--- src/design/mck_pkg.sv ---
package mck_pkg;

  localparam int unsigned MckCmdDepth = 2;

  localparam logic [7:0] CharSpace  = 8'h20;
  localparam logic [7:0] CaseMask   = 8'h5F;
  localparam logic [7:0] LetterA    = 8'h41;
  localparam logic [7:0] LetterZ    = 8'h5A;

  localparam logic [2:0] DurNone    = 3'd0;
  localparam logic [2:0] DurDot     = 3'd1;
  localparam logic [2:0] DurDash    = 3'd3;
  localparam logic [2:0] DurLetter  = 3'd3;
  localparam logic [2:0] DurWord    = 3'd7;

  typedef enum logic [2:0] {
    SymNone,
    SymDot,
    SymDash,
    SymOneSpace,
    SymTwoSpaces,
    SymNewline
  } sym_e;

  typedef enum logic [1:0] {
    GapNone,
    GapLetter,
    GapWord
  } gap_e;

  typedef enum logic [1:0] {
    BkIdle,
    BkGap,
    BkElems,
    BkNewline
  } back_state_e;

  typedef struct packed {
    logic        newline;
    gap_e        gap;
    logic [15:0] pattern;
  } cmd_t;

  function automatic logic [15:0] letter_pattern(input logic [4:0] idx);
    logic [15:0] pat;
    case (idx)
      5'd0:    pat = 16'hB800;
      5'd1:    pat = 16'hEA80;
      5'd2:    pat = 16'hEBA0;
      5'd3:    pat = 16'hEA00;
      5'd4:    pat = 16'h8000;
      5'd5:    pat = 16'hAE80;
      5'd6:    pat = 16'hEE80;
      5'd7:    pat = 16'hAA00;
      5'd8:    pat = 16'hA000;
      5'd9:    pat = 16'hBBB8;
      5'd10:   pat = 16'hEB80;
      5'd11:   pat = 16'hBA80;
      5'd12:   pat = 16'hEE00;
      5'd13:   pat = 16'hE800;
      5'd14:   pat = 16'hEEE0;
      5'd15:   pat = 16'hBBA0;
      5'd16:   pat = 16'hEEB8;
      5'd17:   pat = 16'hBA00;
      5'd18:   pat = 16'hA800;
      5'd19:   pat = 16'hE000;
      5'd20:   pat = 16'hAE00;
      5'd21:   pat = 16'hAB80;
      5'd22:   pat = 16'hBB80;
      5'd23:   pat = 16'hEAE0;
      5'd24:   pat = 16'hEBB8;
      5'd25:   pat = 16'hEEA0;
      default: pat = 16'h0000;
    endcase
    return pat;
  endfunction

endpackage

--- src/design/morse_code_keyer_unit.sv ---
// A request's first segment passes the command queue, the sequencer and the result register.
// The sequencer emits one segment per cycle while the result register is empty or popped,
// and fetches each command from the queue in its idle state before emitting its segments.
// Spaces and skipped bytes are taken by the front end and produce no command.
// Reset clears the spacing flags, the command queue, the sequencer state and the result valid flag.
module morse_code_keyer_unit
  import mck_pkg::*;
#(
  parameter int unsigned CmdDepth = MckCmdDepth
) (
  input  logic       clk_i,
  input  logic       rst_ni,
  input  logic       push,
  output logic       full,
  input  logic       action_i,
  input  logic [7:0] char_code_i,
  output logic       empty,
  input  logic       pop,
  output logic       led_on_o,
  output logic [2:0] duration_units_o,
  output logic [2:0] text_symbol_o,
  output logic       last_o
);

  logic cmd_push;
  cmd_t cmd_in;
  logic cmd_full;
  logic cmd_pop;
  logic cmd_empty;
  cmd_t cmd_out;

  assign full = cmd_full;

  mck_front u_front (
    .clk_i       (clk_i),
    .rst_ni      (rst_ni),
    .push_i      (push),
    .cmd_full_i  (cmd_full),
    .action_i    (action_i),
    .char_code_i (char_code_i),
    .cmd_push_o  (cmd_push),
    .cmd_o       (cmd_in)
  );

  mck_cmd_fifo #(
    .Depth (CmdDepth)
  ) u_fifo (
    .clk_i   (clk_i),
    .rst_ni  (rst_ni),
    .push_i  (cmd_push),
    .data_i  (cmd_in),
    .full_o  (cmd_full),
    .pop_i   (cmd_pop),
    .empty_o (cmd_empty),
    .data_o  (cmd_out)
  );

  mck_back u_back (
    .clk_i            (clk_i),
    .rst_ni           (rst_ni),
    .cmd_empty_i      (cmd_empty),
    .cmd_i            (cmd_out),
    .cmd_pop_o        (cmd_pop),
    .pop_i            (pop),
    .empty_o          (empty),
    .led_on_o         (led_on_o),
    .duration_units_o (duration_units_o),
    .text_symbol_o    (text_symbol_o),
    .last_o           (last_o)
  );

endmodule

--- src/design/mck_front.sv ---
module mck_front
  import mck_pkg::*;
(
  input  logic       clk_i,
  input  logic       rst_ni,
  input  logic       push_i,
  input  logic       cmd_full_i,
  input  logic       action_i,
  input  logic [7:0] char_code_i,
  output logic       cmd_push_o,
  output cmd_t       cmd_o
);

  logic       pend_q, pend_d;
  logic       space_q, space_d;
  logic       sent_q, sent_d;
  logic       accept;
  logic [7:0] masked;
  logic       is_letter;
  logic [4:0] idx;

  assign accept = push_i && !cmd_full_i;
  assign masked = char_code_i & CaseMask;
  assign idx    = 5'(masked - LetterA);

  always_comb begin
    is_letter = masked inside {[LetterA:LetterZ]};
  end

  always_comb begin
    pend_d          = pend_q;
    space_d         = space_q;
    sent_d          = sent_q;
    cmd_push_o      = 1'b0;
    cmd_o.newline   = 1'b0;
    cmd_o.gap       = GapNone;
    cmd_o.pattern   = letter_pattern(idx);
    if (sent_q && space_q) begin
      cmd_o.gap = GapWord;
    end else if (pend_q) begin
      cmd_o.gap = GapLetter;
    end
    if (accept) begin
      if (action_i) begin
        cmd_push_o    = 1'b1;
        cmd_o.newline = 1'b1;
        pend_d        = 1'b0;
        space_d       = 1'b0;
        sent_d        = 1'b0;
      end else if (char_code_i == CharSpace) begin
        space_d = 1'b1;
        pend_d  = 1'b0;
      end else if (is_letter) begin
        cmd_push_o = 1'b1;
        space_d    = 1'b0;
        sent_d     = 1'b1;
        pend_d     = 1'b1;
      end
    end
  end

  always_ff @(posedge clk_i or negedge rst_ni) begin
    if (!rst_ni) begin
      pend_q  <= 1'b0;
      space_q <= 1'b0;
      sent_q  <= 1'b0;
    end else begin
      pend_q  <= pend_d;
      space_q <= space_d;
      sent_q  <= sent_d;
    end
  end

endmodule

--- src/design/mck_cmd_fifo.sv ---
module mck_cmd_fifo
  import mck_pkg::*;
#(
  parameter int unsigned Depth = MckCmdDepth
) (
  input  logic clk_i,
  input  logic rst_ni,
  input  logic push_i,
  input  cmd_t data_i,
  output logic full_o,
  input  logic pop_i,
  output logic empty_o,
  output cmd_t data_o
);

  localparam int unsigned AddrW = (Depth > 1) ? $clog2(Depth) : 1;
  localparam int unsigned CntW  = $clog2(Depth + 1);
  localparam logic [AddrW-1:0] LastAddr = AddrW'(Depth - 1);
  localparam logic [CntW-1:0]  FullCnt  = CntW'(Depth);

  cmd_t             mem_q [Depth];
  logic [AddrW-1:0] wr_q, wr_d;
  logic [AddrW-1:0] rd_q, rd_d;
  logic [CntW-1:0]  cnt_q, cnt_d;
  logic             do_push;
  logic             do_pop;

  assign full_o  = (cnt_q == FullCnt);
  assign empty_o = (cnt_q == '0);
  assign data_o  = mem_q[rd_q];
  assign do_push = push_i && !full_o;
  assign do_pop  = pop_i && !empty_o;

  always_comb begin
    wr_d  = wr_q;
    rd_d  = rd_q;
    cnt_d = cnt_q;
    if (do_push) begin
      wr_d = (wr_q == LastAddr) ? '0 : wr_q + AddrW'(1);
    end
    if (do_pop) begin
      rd_d = (rd_q == LastAddr) ? '0 : rd_q + AddrW'(1);
    end
    if (do_push && !do_pop) begin
      cnt_d = cnt_q + CntW'(1);
    end else if (do_pop && !do_push) begin
      cnt_d = cnt_q - CntW'(1);
    end
  end

  always_ff @(posedge clk_i) begin
    if (do_push) begin
      mem_q[wr_q] <= data_i;
    end
  end

  always_ff @(posedge clk_i or negedge rst_ni) begin
    if (!rst_ni) begin
      wr_q  <= '0;
      rd_q  <= '0;
      cnt_q <= '0;
    end else begin
      wr_q  <= wr_d;
      rd_q  <= rd_d;
      cnt_q <= cnt_d;
    end
  end

endmodule

--- src/design/mck_back.sv ---
module mck_back
  import mck_pkg::*;
(
  input  logic       clk_i,
  input  logic       rst_ni,
  input  logic       cmd_empty_i,
  input  cmd_t       cmd_i,
  output logic       cmd_pop_o,
  input  logic       pop_i,
  output logic       empty_o,
  output logic       led_on_o,
  output logic [2:0] duration_units_o,
  output logic [2:0] text_symbol_o,
  output logic       last_o
);

  back_state_e state_q, state_d;
  logic [15:0] pat_q, pat_d;
  gap_e        gap_q, gap_d;
  logic        out_valid_q, out_valid_d;
  logic        led_q, led_d;
  logic [2:0]  dur_q, dur_d;
  sym_e        sym_q, sym_d;
  logic        last_q, last_d;
  logic        load_ok;
  logic        seg_emit;
  logic        seg_led;
  logic [2:0]  seg_dur;
  sym_e        seg_sym;
  logic        seg_last;

  assign load_ok = !out_valid_q || pop_i;

  always_comb begin
    state_d = state_q;
    case (state_q)
      BkIdle: begin
        if (!cmd_empty_i) begin
          if (cmd_i.newline) begin
            state_d = BkNewline;
          end else if (cmd_i.gap != GapNone) begin
            state_d = BkGap;
          end else begin
            state_d = BkElems;
          end
        end
      end
      BkGap: begin
        if (load_ok) begin
          state_d = BkElems;
        end
      end
      BkElems: begin
        if (load_ok && pat_q == '0) begin
          state_d = BkIdle;
        end
      end
      BkNewline: begin
        if (load_ok) begin
          state_d = BkIdle;
        end
      end
      default: state_d = BkIdle;
    endcase
  end

  always_comb begin
    cmd_pop_o = 1'b0;
    pat_d     = pat_q;
    gap_d     = gap_q;
    seg_emit  = 1'b0;
    seg_led   = 1'b0;
    seg_dur   = DurNone;
    seg_sym   = SymNone;
    seg_last  = 1'b0;
    case (state_q)
      BkIdle: begin
        if (!cmd_empty_i) begin
          cmd_pop_o = 1'b1;
          pat_d     = cmd_i.pattern;
          gap_d     = cmd_i.gap;
        end
      end
      BkGap: begin
        seg_emit = load_ok;
        if (gap_q == GapWord) begin
          seg_dur = DurWord;
          seg_sym = SymTwoSpaces;
        end else begin
          seg_dur = DurLetter;
          seg_sym = SymOneSpace;
        end
      end
      BkElems: begin
        seg_emit = load_ok;
        if (pat_q == '0) begin
          seg_last = 1'b1;
        end else if (pat_q[15:13] == 3'b111) begin
          seg_led = 1'b1;
          seg_dur = DurDash;
          seg_sym = SymDash;
          if (load_ok) begin
            pat_d = {pat_q[12:0], 3'b000};
          end
        end else if (pat_q[15]) begin
          seg_led = 1'b1;
          seg_dur = DurDot;
          seg_sym = SymDot;
          if (load_ok) begin
            pat_d = {pat_q[14:0], 1'b0};
          end
        end else begin
          seg_dur = DurDot;
          if (load_ok) begin
            pat_d = {pat_q[14:0], 1'b0};
          end
        end
      end
      BkNewline: begin
        seg_emit = load_ok;
        seg_sym  = SymNewline;
        seg_last = 1'b1;
      end
      default: begin
        seg_emit = 1'b0;
      end
    endcase
  end

  always_comb begin
    out_valid_d = out_valid_q;
    led_d       = led_q;
    dur_d       = dur_q;
    sym_d       = sym_q;
    last_d      = last_q;
    if (seg_emit) begin
      out_valid_d = 1'b1;
      led_d       = seg_led;
      dur_d       = seg_dur;
      sym_d       = seg_sym;
      last_d      = seg_last;
    end else if (pop_i) begin
      out_valid_d = 1'b0;
    end
  end

  always_ff @(posedge clk_i or negedge rst_ni) begin
    if (!rst_ni) begin
      state_q     <= BkIdle;
      out_valid_q <= 1'b0;
    end else begin
      state_q     <= state_d;
      out_valid_q <= out_valid_d;
    end
  end

  always_ff @(posedge clk_i) begin
    pat_q  <= pat_d;
    gap_q  <= gap_d;
    led_q  <= led_d;
    dur_q  <= dur_d;
    sym_q  <= sym_d;
    last_q <= last_d;
  end

  assign empty_o          = !out_valid_q;
  assign led_on_o         = led_q;
  assign duration_units_o = dur_q;
  assign text_symbol_o    = sym_q;
  assign last_o           = last_q;

endmodule

--- config.mk ---
export PLATFORM = sky130hd
export DESIGN_NAME = morse_code_keyer_unit
export DESIGN_NICKNAME = d
export VERILOG_FILES = /design/src/design/mck_pkg.sv /design/src/design/morse_code_keyer_unit.sv /design/src/design/mck_front.sv /design/src/design/mck_cmd_fifo.sv /design/src/design/mck_back.sv
export SDC_FILE = /design/constraint.sdc
export NUM_CORES = 1
export LEC_CHECK = 0
export ABC_AREA = 0
export BUFFER_PORTS_ARGS = -buffer_cell sky130_fd_sc_hd__buf_4
export CORE_MARGIN = 2
export CORE_UTILIZATION = 56
export CTS_CLUSTER_DIAMETER = 30
export DETAILED_ROUTE_END_ITERATION = 7
export HOLD_SLACK_MARGIN = 0.15
export MAX_ROUTING_LAYER = met4
export PLACE_DENSITY = 0.81
export RECOVER_POWER = 50
export SYNTH_ARGS = -nofsm -noshare
export SYNTH_HDL_FRONTEND = slang
export SYNTH_SLANG_ARGS = --single-unit
--- constraint.sdc ---
create_clock -name clk_i -period 2.8 [get_ports clk_i]
set_input_delay 0.56 -clock clk_i [delete_from_list [all_inputs] [get_ports clk_i]]
set_output_delay 0.56 -clock clk_i [all_outputs]
set_load 0.1 [all_outputs]
==> qor.yml, run 1 <==
die:
  die_y_um: 83.8
  core_area_um2: 6240
  io_pins: 23
  num_rows: 29
  die_w_um: 83.8
  fp.dieArea_um2: 7020
  start_util_pct: 57.2
worst_setup_path:
  r2r-end: "u_back.pat_q[2]"
  reg2reg_slack_ns: 0.40
  worstReg2RegStart: "u_back.state_q[0]"
  criticalPathCategory: "in2reg"
  worstPathArrival_ns: 2.42
  start_kind: "input pin"
  crit_fanout: 15
  reg2reg_depth: 8
  cp.required_ns: 2.77
  endpoint_kind: "flop"
place:
  gp_congestion: 0.890
  portBuffers: 22
  hpwl_mm: 4.61
routing:
  num_vias: 2444
  drt_first_pass_iters: 4
  viasPerCell: 5.92
  totalWireLength_mm: 6.40
  drt_iter0_drc: 137
  drc: 0
  ant_nets: 0
  wl_per_cell_um: 15.5
layout:
  fin_nets: 358
  fill_cells: 499
  drive_above_1_share_pct: 14.9
  n_antenna_cell: 0
  area_growth_pct: 11.6
synthesis:
  yosysSeqAreaShare_pct: 53.3
  syn_inst: 303
  synth_cell_types: 61
  yosysWarnings: 0
  syn_area_um2: 3570
  syn-num-nets: 330
  avgSynthCellArea_um2: 11.8
  synthArstFlopShare_pct: 15.4
  synth_ff_type: "edfxtp_1"
  synth_edf_count: 55
  ys_ff_latch: 65
run_status:
  status: "finished clean"
hold_path:
  hold_path_end: "u_front.sent_q"
  holdPathStages: 2
  min_from: "action_i"
  hold_path.class: "in2reg"
timing:
  fin_crit_ns: 2.46
  finalSetupTns_ns: 0
  whs_ns: 0.429
  timing.fmax_mhz: 407
  clock_skew_ns: 0.0105
  finalMaxSlewViolations: 0
  slew_headroom_pct: 22.0
  finalCritPeriodShare_pct: 87.7
  worstMarginPinSlew_ns: 1.18
  hold_viol_final: 0
  grt_setup_unrepaired: "false"
  setup_violations: 0
cts:
  clk_path_buf_depth: 2
  post-cts-setup-buffers: 0
  clk-insertion-delay-late_ns: 0.34
  cts_sinks: 65
  clk_pin_slew_ns: 0.08
  cts_max_level: 3
  cts_buffers: 9
  cts_root_buffer: "clkbuf_8"
  tritoncts: "done"
pwr:
  power_density_nw_per_um2: 1070
  p_leak_nw: 1.51
  peakVddDrop_v: 0.00116
global_routing:
  grt_max_degree: 20
  grt-ovfl-total: 0
  grt_use_total_pct: 20.3
  antenna_found_initial: 0
  grt_pass1_vias: 2374
  grt_pass1_wl_mm: 11.0
flow_run:
  drv_cap: 0
[state kept, by name, indices dropped and copies added, names as in the netlist, 2 cells and up]
signal,cells
u_fifo.mem_q,30
u_back.pat_q,15
u_back.duration_units_o,3
u_back.text_symbol_o,3
u_back.gap_q,2
u_back.state_q,2
u_fifo.cnt_q,2
[worst max-delay path by stage]
stage                      startpoint                   to
finish                 char_code_i[0]   u_fifo.mem_q[1][5]
global route        u_back.state_q[0]      u_back.pat_q[2]
CTS                    char_code_i[0]   u_fifo.mem_q[0][7]
detailed placement     char_code_i[0]   u_fifo.mem_q[0][7]
global placement       char_code_i[0]   u_fifo.mem_q[0][7]
floorplan              char_code_i[0]  u_fifo.mem_q[0][10]
[synthesized netlist by cell type, types with 3 or more instances]
| library cell | n | area (um^2) |
|---|---|---|
| clkbuf_1 | 10 | 37.5 |
| nand3_1 | 5 | 25.0 |
| ha_1 | 14 | 175 |
| nor2b_1 | 5 | 31.3 |
| or3_1 | 3 | 18.8 |
| nor3_1 | 10 | 50.1 |
| a22oi_1 | 13 | 97.6 |
| nor4_1 | 5 | 31.3 |
| edfxtp_1 | 55 | 1650 |
| buf_6 | 4 | 45.0 |
| a31oi_1 | 3 | 18.8 |
| and3_1 | 4 | 25.0 |
| xor2_1 | 3 | 26.3 |
| and2_1 | 6 | 37.5 |
| mux2i_1 | 14 | 140 |
| inv_1 | 12 | 45.0 |
| a21oi_1 | 17 | 85.1 |
| o211ai_1 | 6 | 45.0 |
| o21ai_0 | 17 | 85.1 |
| nor2_1 | 19 | 71.3 |
| nand2b_1 | 3 | 18.8 |
| nand2_1 | 12 | 45.0 |
| dfrtp_1 | 10 | 250 |
[power by group]
group	leakage (nW)	total, W	switching [W]	internal, W
logic	0.758	0.00171	0.00121	0.000495
clock network	0.106	0.000792	0.000364	0.000429
registers	0.643	0.00177	0.000226	0.00155
total	1.51	0.00428	0.00180	0.00247
[metal layers]
| metal | vias up | share of wire, % | global-route usage (%) |
|---|---|---|---|
| met3 | 12 | 4.9 | 3.86 |
| met2 | 84 | 49 | 32.2 |
| met4 | 0 | 2.0 | 9.82 |
| met5 | - | 0 | - |
| li1 | 1205 | - | - |
| met1 | 1143 | 44 | 25.3 |
[critical path, cell delays in order]
cell	delay [ns]
clkbuf_4	0.11
clkbuf_1	0.44
ha_1	0.26
nor3_1	0.06
nand2_1	0.09
and3_1	0.17
o21a_1	0.13
and2_1	0.58
[timing repair]
action                    4_1_cts  5_1_grt
resized for setup               0        0
hold endpoints to repair       10        0
hold buffers                    1        0
[layout make-up]
type                       count  area [um^2]  share of cell area, %
tap                           77         96.3                   2.42
sequential                    65         1900                   47.8
inverter                      12         45.0                   1.13
timing repair buffer          36          219                   5.50
multi-input combinational    207         1510                   37.9
clock inverter                 5         35.0                  0.880
clock buffer                  11          174                   4.37
[placed cells by master, fill, tap and decap left out, drive strengths merged, types with 5 or more instances in the layout]
cell,instances
a21oi,18
a22oi,13
and2,6
buf,19
clkbuf,27
dfrtp,10
edfxtp,55
ha,14
inv,12
mux2i,14
nand2,12
nand3,5
nor2,19
nor2b,5
nor3,11
nor4,5
o211ai,6
o21ai,19
xor2,5
[per-stage QoR]
step	setup slack (ns)	area, um^2	power [W]	cells	utilization, %
6_report	0.345	3980	0.00428	413	63.8
5_1_grt	0.137	3980	0.00453	413	63.8
4_1_cts	0.428	4030	0.00437	413	64.6
3_5_place_dp	0.0666	3810	0.00357	396	61.1
3_3_place_gp	0.203	3810	0.00352	396	61.1
2_1_floorplan	0.163	3570	0.00315	303	-
[kinds of logic (layout without fill, tap and decap cells)]
family | after synthesis | after routing | synth area share (%)
compound gates | 84 | 84 | 16.5
simple gates | 82 | 82 | 12.8
flops | 65 | 65 | 53.3
buf+inv | 31 | 64 | 4.38
mux | 17 | 17 | 4.98
fa+ha+maj | 14 | 14 | 4.91
xor+xnor | 9 | 9 | 3.05
other cells | 1 | 1 | 0.105
Note: power is estimated with default switching activity, not from simulation.
==> inputs of run 2 (changes only) <==
Settings changed: CELL_PAD_IN_SITES_DETAIL_PLACEMENT set to 0, CELL_PAD_IN_SITES_GLOBAL_PLACEMENT set to 1, CORE_UTILIZATION 56 to 53, PLACE_DENSITY 0.81 to 0.91.
Clock period 2.8 ns to 3.11 ns, I/O delays scaled along.
==> run 2 against run 1 <==
Effect of this change: clock power fell by 24%; utilization is 2.8 points lower; worst setup slack better by 0.12 ns; clock skew barely moved; total power shrank 12%; largest cell class unchanged; highest routed layer unchanged.
==> qor.yml, run 2 (synthesis results as in run 1) <==
worst_setup_path:
  reg2reg_slack_ns: 0.53
  max_stage_delay_ns: 0.45
  slowest_stage: "xor2_2"
  endpoint_kind: "flop"
  cp.required_ns: 3.25
  worstReg2RegStart: "u_back.state_q[0]"
  r2r-end: "u_back.pat_q[10]"
  worstPathArrival_ns: 2.78
  criticalPathCategory: "in2reg"
  start_kind: "input pin"
  crit_fanout: 12
  reg2reg_depth: 8
  crit_chain: "buf_4, inv_1, ha_1, nor3b_4, xor2_2, nor4_1, or4_1, o221ai_1"
global_routing:
  use_met2_pct: 32.8
  grt_pass1_vias: 2412
  top_usage_layer: "met2"
  grt-ovfl-total: 0
  antenna_found_initial: 0
  grt_max_degree: 20
  grt_use_met1_pct: 24.5
  grt_pass1_wl_mm: 11.2
  use_met3_pct: 2.89
  grt_use_total_pct: 19.8
cts:
  cts_sinks: 65
  tritoncts: "done"
  cts_max_level: 3
  cts_root_buffer: "clkbuf_8"
  clk_pin_slew_ns: 0.07
  clk-insertion-delay-late_ns: 0.33
  clk_path_buf_depth: 2
  cts_buffers: 9
layout:
  fill_cells: 524
  fin_nets: 355
  drive_above_1_share_pct: 13.2
  area_growth_pct: 9.82
  largest_reg_flops: 30
  fin_area_um2: 3920
  largest_register: "u_fifo.mem_q"
  final_cell_mix: "edfxtp_1, nor2_1, buf_4"
  n_antenna_cell: 0
  reg_top3: "u_fifo.mem_q: 30 flops, u_back.pat_q: 15 flops"
  mostFrequentLayoutCell: "edfxtp_1"
place:
  place_area_um2: 3790
  hpwl_mm: 4.75
  portBuffers: 22
  gp_congestion: 0.872
hold_path:
  hold_path.class: "in2reg"
  hold_path_end: "u_front.sent_q"
  min_from: "action_i"
  holdPathStages: 2
pwr:
  peakVddDrop_v: 0.000479
  p_total_w: 0.00375
  power_density_nw_per_um2: 957
  p_leak_nw: 1.47
timing:
  finalCritPeriodShare_pct: 85.0
  finalMaxSlewViolations: 0
  fin_crit_ns: 2.64
  hold_viol_final: 0
  grt_setup_unrepaired: "false"
  worstMarginPinSlew_ns: 1.17
  finalSetupTns_ns: 0
  setup_violations: 0
  whs_ns: 0.499
  clock_skew_ns: 0.0104
  timing.fmax_mhz: 378
  slew_headroom_pct: 22.0
die:
  die_w_um: 86.0
  die_y_um: 86.0
  io_pins: 23
  fp.dieArea_um2: 7400
  num_rows: 29
  start_util_pct: 55.5
  core_area_um2: 6420
routing:
  totalWireLength_mm: 6.65
  drt_iter0_drc: 119
  num_vias: 2400
  drc: 0
  drt_first_pass_iters: 4
  viasPerCell: 5.85
  wl_per_cell_um: 16.2
  ant_nets: 0
run_status:
  status: "finished clean"
flow_run:
  drv_cap: 0
## run 2: cell count changes in the layout (fill, tap and decap cells not counted), moves of 2 or more
cell       change
clkinv_4       -2
clkbuf_1       +2
clkbuf_16      -2
clkbuf_2       -2
## run 2: worst max-delay path by stage
stage                      startpoint                   to  slack (ns)  cells after the start
finish                 char_code_i[0]   u_fifo.mem_q[1][7]        0.47                      8
detailed placement     char_code_i[0]   u_fifo.mem_q[0][7]        0.13                      8
global placement       char_code_i[0]   u_fifo.mem_q[0][7]        0.27                      8
global route        u_back.state_q[0]      u_back.pat_q[8]        0.30                      8
floorplan              char_code_i[0]  u_fifo.mem_q[0][10]        0.41                      8
CTS                    char_code_i[0]   u_fifo.mem_q[0][7]        0.50                      8
## run 2: area by class of cell
cell class / instances / area [um^2] / share of cell area (%)
flip-flops and latches: 65 / 1900 / 48.5
inverters: 12 / 45.0 / 1.15
well taps: 77 / 96.3 / 2.46
repair buffers: 33 / 201 / 5.14
clock inverters: 4 / 18.8 / 0.479
multi-input cells: 207 / 1510 / 38.5
clock buffers: 12 / 145 / 3.70
## run 2: power breakdown
| part | internal, W | total [W] | switching (W) |
|---|---|---|---|
| Combinational | 0.000444 | 0.00154 | 0.00110 |
| Clock | 0.000305 | 0.000598 | 0.000293 |
| Sequential | 0.00139 | 0.00161 | 0.000212 |
| Total | 0.00214 | 0.00375 | 0.00161 |
## run 2: repair_timing
action	in CTS	in global routing
buffers inserted	0	0
resized for setup	0	0
hold buffers	1	0
hold endpoints to repair	10	0
## run 2: metrics by stage
step	setup slack, ns	std cells	util (%)
after global placement	0.271	393	59.0
final	0.467	410	61.0
after global routing	0.296	410	61.0
after detailed placement	0.134	393	59.0
after floorplan	0.411	303	-
after CTS	0.495	410	61.8
## run 2: worst max-delay path, delay by kind of cell
| family | cells | cell delay (ns) |
|---|---|---|
| XOR/XNOR | 1 | 0.45 |
| AND/OR/NAND/NOR | 3 | 0.91 |
| AO/OA/AOI/OAI | 1 | 0.11 |
| adder cells (fa/ha/maj) | 1 | 0.36 |
| buffers and inverters | 2 | 0.33 |
## run 2: metal layers
metal	part of all wire, %	up-vias
met2	50	47
met1	46	1147
li1	-	1196
met3	3.1	10
met5	0	-
met4	1.4	0
==> inputs of run 3 (changes only) <==
Settings changed: CORE_UTILIZATION 53 to 44, PLACE_DENSITY 0.91 to 0.81.
Clock period 3.11 ns to 2.25 ns, I/O delays scaled along.
==> run 3 against run 2 <==
Effect of this change: sequential share of layout area fell by 3.3 points; critical endpoint is now u_fifo.mem_q[1][11]; die area increased by 19%; register-to-register slack got worse by 0.30 ns; worst setup slack worse by 0.29 ns; critical path depth is 1 lower; non-clock buffer count increased by 21; via count rose by 4.3%; final area is 7.3% higher; first-iteration DRC count down 6.7%; global-route usage decreased by 2.4 points.
==> qor.yml, run 3 (synthesis results as in run 1) <==
run_status:
  status: "finished clean"
routing:
  viasPerCell: 5.49
  num_vias: 2503
  drc: 0
  drt_iter0_drc: 111
  drt_first_pass_iters: 4
  ant_nets: 0
  totalWireLength_mm: 6.81
  wl_per_cell_um: 14.9
layout:
  n_antenna_cell: 0
  fin_area_um2: 4200
  fill_cells: 686
  ff_latch_area_um2: 1900
  mostFrequentLayoutCell: "edfxtp_1"
  drive_above_1_share_pct: 22.0
  largest_reg_flops: 30
  area_growth_pct: 17.9
  fin_nets: 376
  reg_top3: "u_fifo.mem_q: 30 flops, u_back.pat_q: 15 flops"
  largest_register: "u_fifo.mem_q"
  multi_input_area_um2: 1530
  utilization_pct: 53.8
  final_cell_mix: "edfxtp_1, buf_4, nor2_1"
flow_run:
  drv_cap: 0
cts:
  cts_resized: 0
  cts_sinks: 65
  cts_root_buffer: "clkbuf_8"
  cts_max_level: 3
  cts_buffers: 9
  clk-insertion-delay-late_ns: 0.33
  tritoncts: "done"
  clk_pin_slew_ns: 0.07
  clk_path_buf_depth: 2
  post-cts-setup-buffers: 0
global_routing:
  grt_pass1_vias: 2408
  antenna_found_initial: 0
  grt_use_total_pct: 17.4
  grt-ovfl-total: 0
  grt_max_degree: 20
  grt_pass1_wl_mm: 11.5
die:
  die_y_um: 94.0
  io_pins: 23
  core_area_um2: 7810
  fp.dieArea_um2: 8840
  start_util_pct: 45.7
  die_w_um: 94.0
  num_rows: 32
timing:
  worstMarginPinSlew_ns: 0.615
  grt_setup_unrepaired: "false"
  slew_headroom_pct: 58.9
  finalCritPeriodShare_pct: 92.1
  hold_viol_final: 0
  finalMaxSlewViolations: 0
  clock_skew_ns: 0.00756
  setup_violations: 0
  timing.fmax_mhz: 483
  fin_crit_ns: 2.07
worst_setup_path:
  r2r-end: "u_back.pat_q[10]"
  crit_cells: 7
  reg2reg_depth: 8
  slowest_stage: "ha_1"
  path_buf_inv: 3
  critPathTopFamily: "adder cells"
  endpoint_kind: "flop"
  crit_chain: "clkbuf_1, inv_1, ha_4, ha_1, clkbuf_2, o21ai_0, a221o_1"
  max_stage_delay_ns: 0.47
  cp.required_ns: 2.31
  start_kind: "input pin"
  worstPathArrival_ns: 2.13
  criticalPathCategory: "in2reg"
  crit_fanout: 15
  worstReg2RegStart: "u_back.state_q[0]"
  reg2reg_slack_ns: 0.23
hold_path:
  min_from: "action_i"
  hold_path.class: "in2reg"
  hold_path_end: "u_front.sent_q"
  holdPathStages: 2
place:
  hpwl_mm: 5.04
  place_area_um2: 4030
  portBuffers: 22
  gp_congestion: 0.910
pwr:
  power_density_nw_per_um2: 1310
  pwr-share-comb_pct: 41.0
  seq_power_share_pct: 40.0
  p_sw_share_pct: 40.8
  p_switching_w: 0.00224
  p_leak_nw: 1.63
  clkPwrFrac_pct: 18.9
  peakVddDrop_v: 0.000507
  p_int_w: 0.00325
## run 3: worst max-delay path by stage
stage	from	end	slack (ns)
5_1_grt	u_back.pat_q[8]	u_back.state_q[0]	0.0005
3_5_place_dp	char_code_i[0]	u_fifo.mem_q[1][7]	-0.15
4_1_cts	char_code_i[0]	u_fifo.mem_q[0][7]	0.20
3_3_place_gp	char_code_i[1]	u_fifo.mem_q[1][7]	-0.05
6_report	char_code_i[0]	u_fifo.mem_q[1][11]	0.18
2_1_floorplan	char_code_i[0]	u_fifo.mem_q[1][10]	-0.02
## run 3: power by group through the flow
stage | Clock [W] | Sequential, W | Combinational [W]
after floorplan | 0 | 0.00264 | 0.00130
after global placement | 0 | 0.00219 | 0.00229
after detailed placement | 0 | 0.00222 | 0.00232
after CTS | 0.00106 | 0.00219 | 0.00233
after global routing | 0.00112 | 0.00224 | 0.00247
final | 0.00104 | 0.00220 | 0.00225
## run 3: final cells by class
type | count | share of cell area (%)
clock buffer | 10 | 3.04
tap | 102 | 3.04
inverter | 12 | 1.07
timing repair buffer | 54 | 9.29
multi-input combinational | 207 | 36.4
sequential | 65 | 45.2
clock inverter | 6 | 1.96
## run 3: layer usage
layer	up-vias	global-route usage (%)	part of all wire, %
met5	-	-	0
met3	6	3.13	3.2
met2	56	28.8	50
met4	0	5.80	0.81
met1	1194	21.7	46
li1	1247	-	-
## run 3: what timing repair did
item,4_1_cts,5_1_grt
setup endpoints to repair,0,2
hold buffers,1,0
hold endpoints to repair,10,0
## run 3: worst reg2reg max path: cells and delay by family (launching register included)
| kind | cells | cell delay (ns) |
|---|---|---|
| AO/OA/AOI/OAI | 2 | 0.30 |
| adder cells (fa/ha/maj) | 1 | 0.17 |
| buffers and inverters | 4 | 0.88 |
| flip-flops | 1 | 0.40 |
| AND/OR/NAND/NOR | 1 | 0.10 |
## run 3: metrics by stage
step / std cells / total power [W] / setup WS (ns) / hold slack (ns) / setup TNS (ns)
floorplan: 303 / 0.00394 / -0.0157 / 0.154 / -0.236
global route: 456 / 0.00583 / 0.000498 / 0.315 / 0
global placement: 439 / 0.00448 / -0.0471 / 0.286 / -0.113
CTS: 456 / 0.00559 / 0.196 / 0.308 / 0
detailed placement: 439 / 0.00454 / -0.155 / 0.290 / -0.674
finish: 456 / 0.00549 / 0.178 / 0.326 / 0
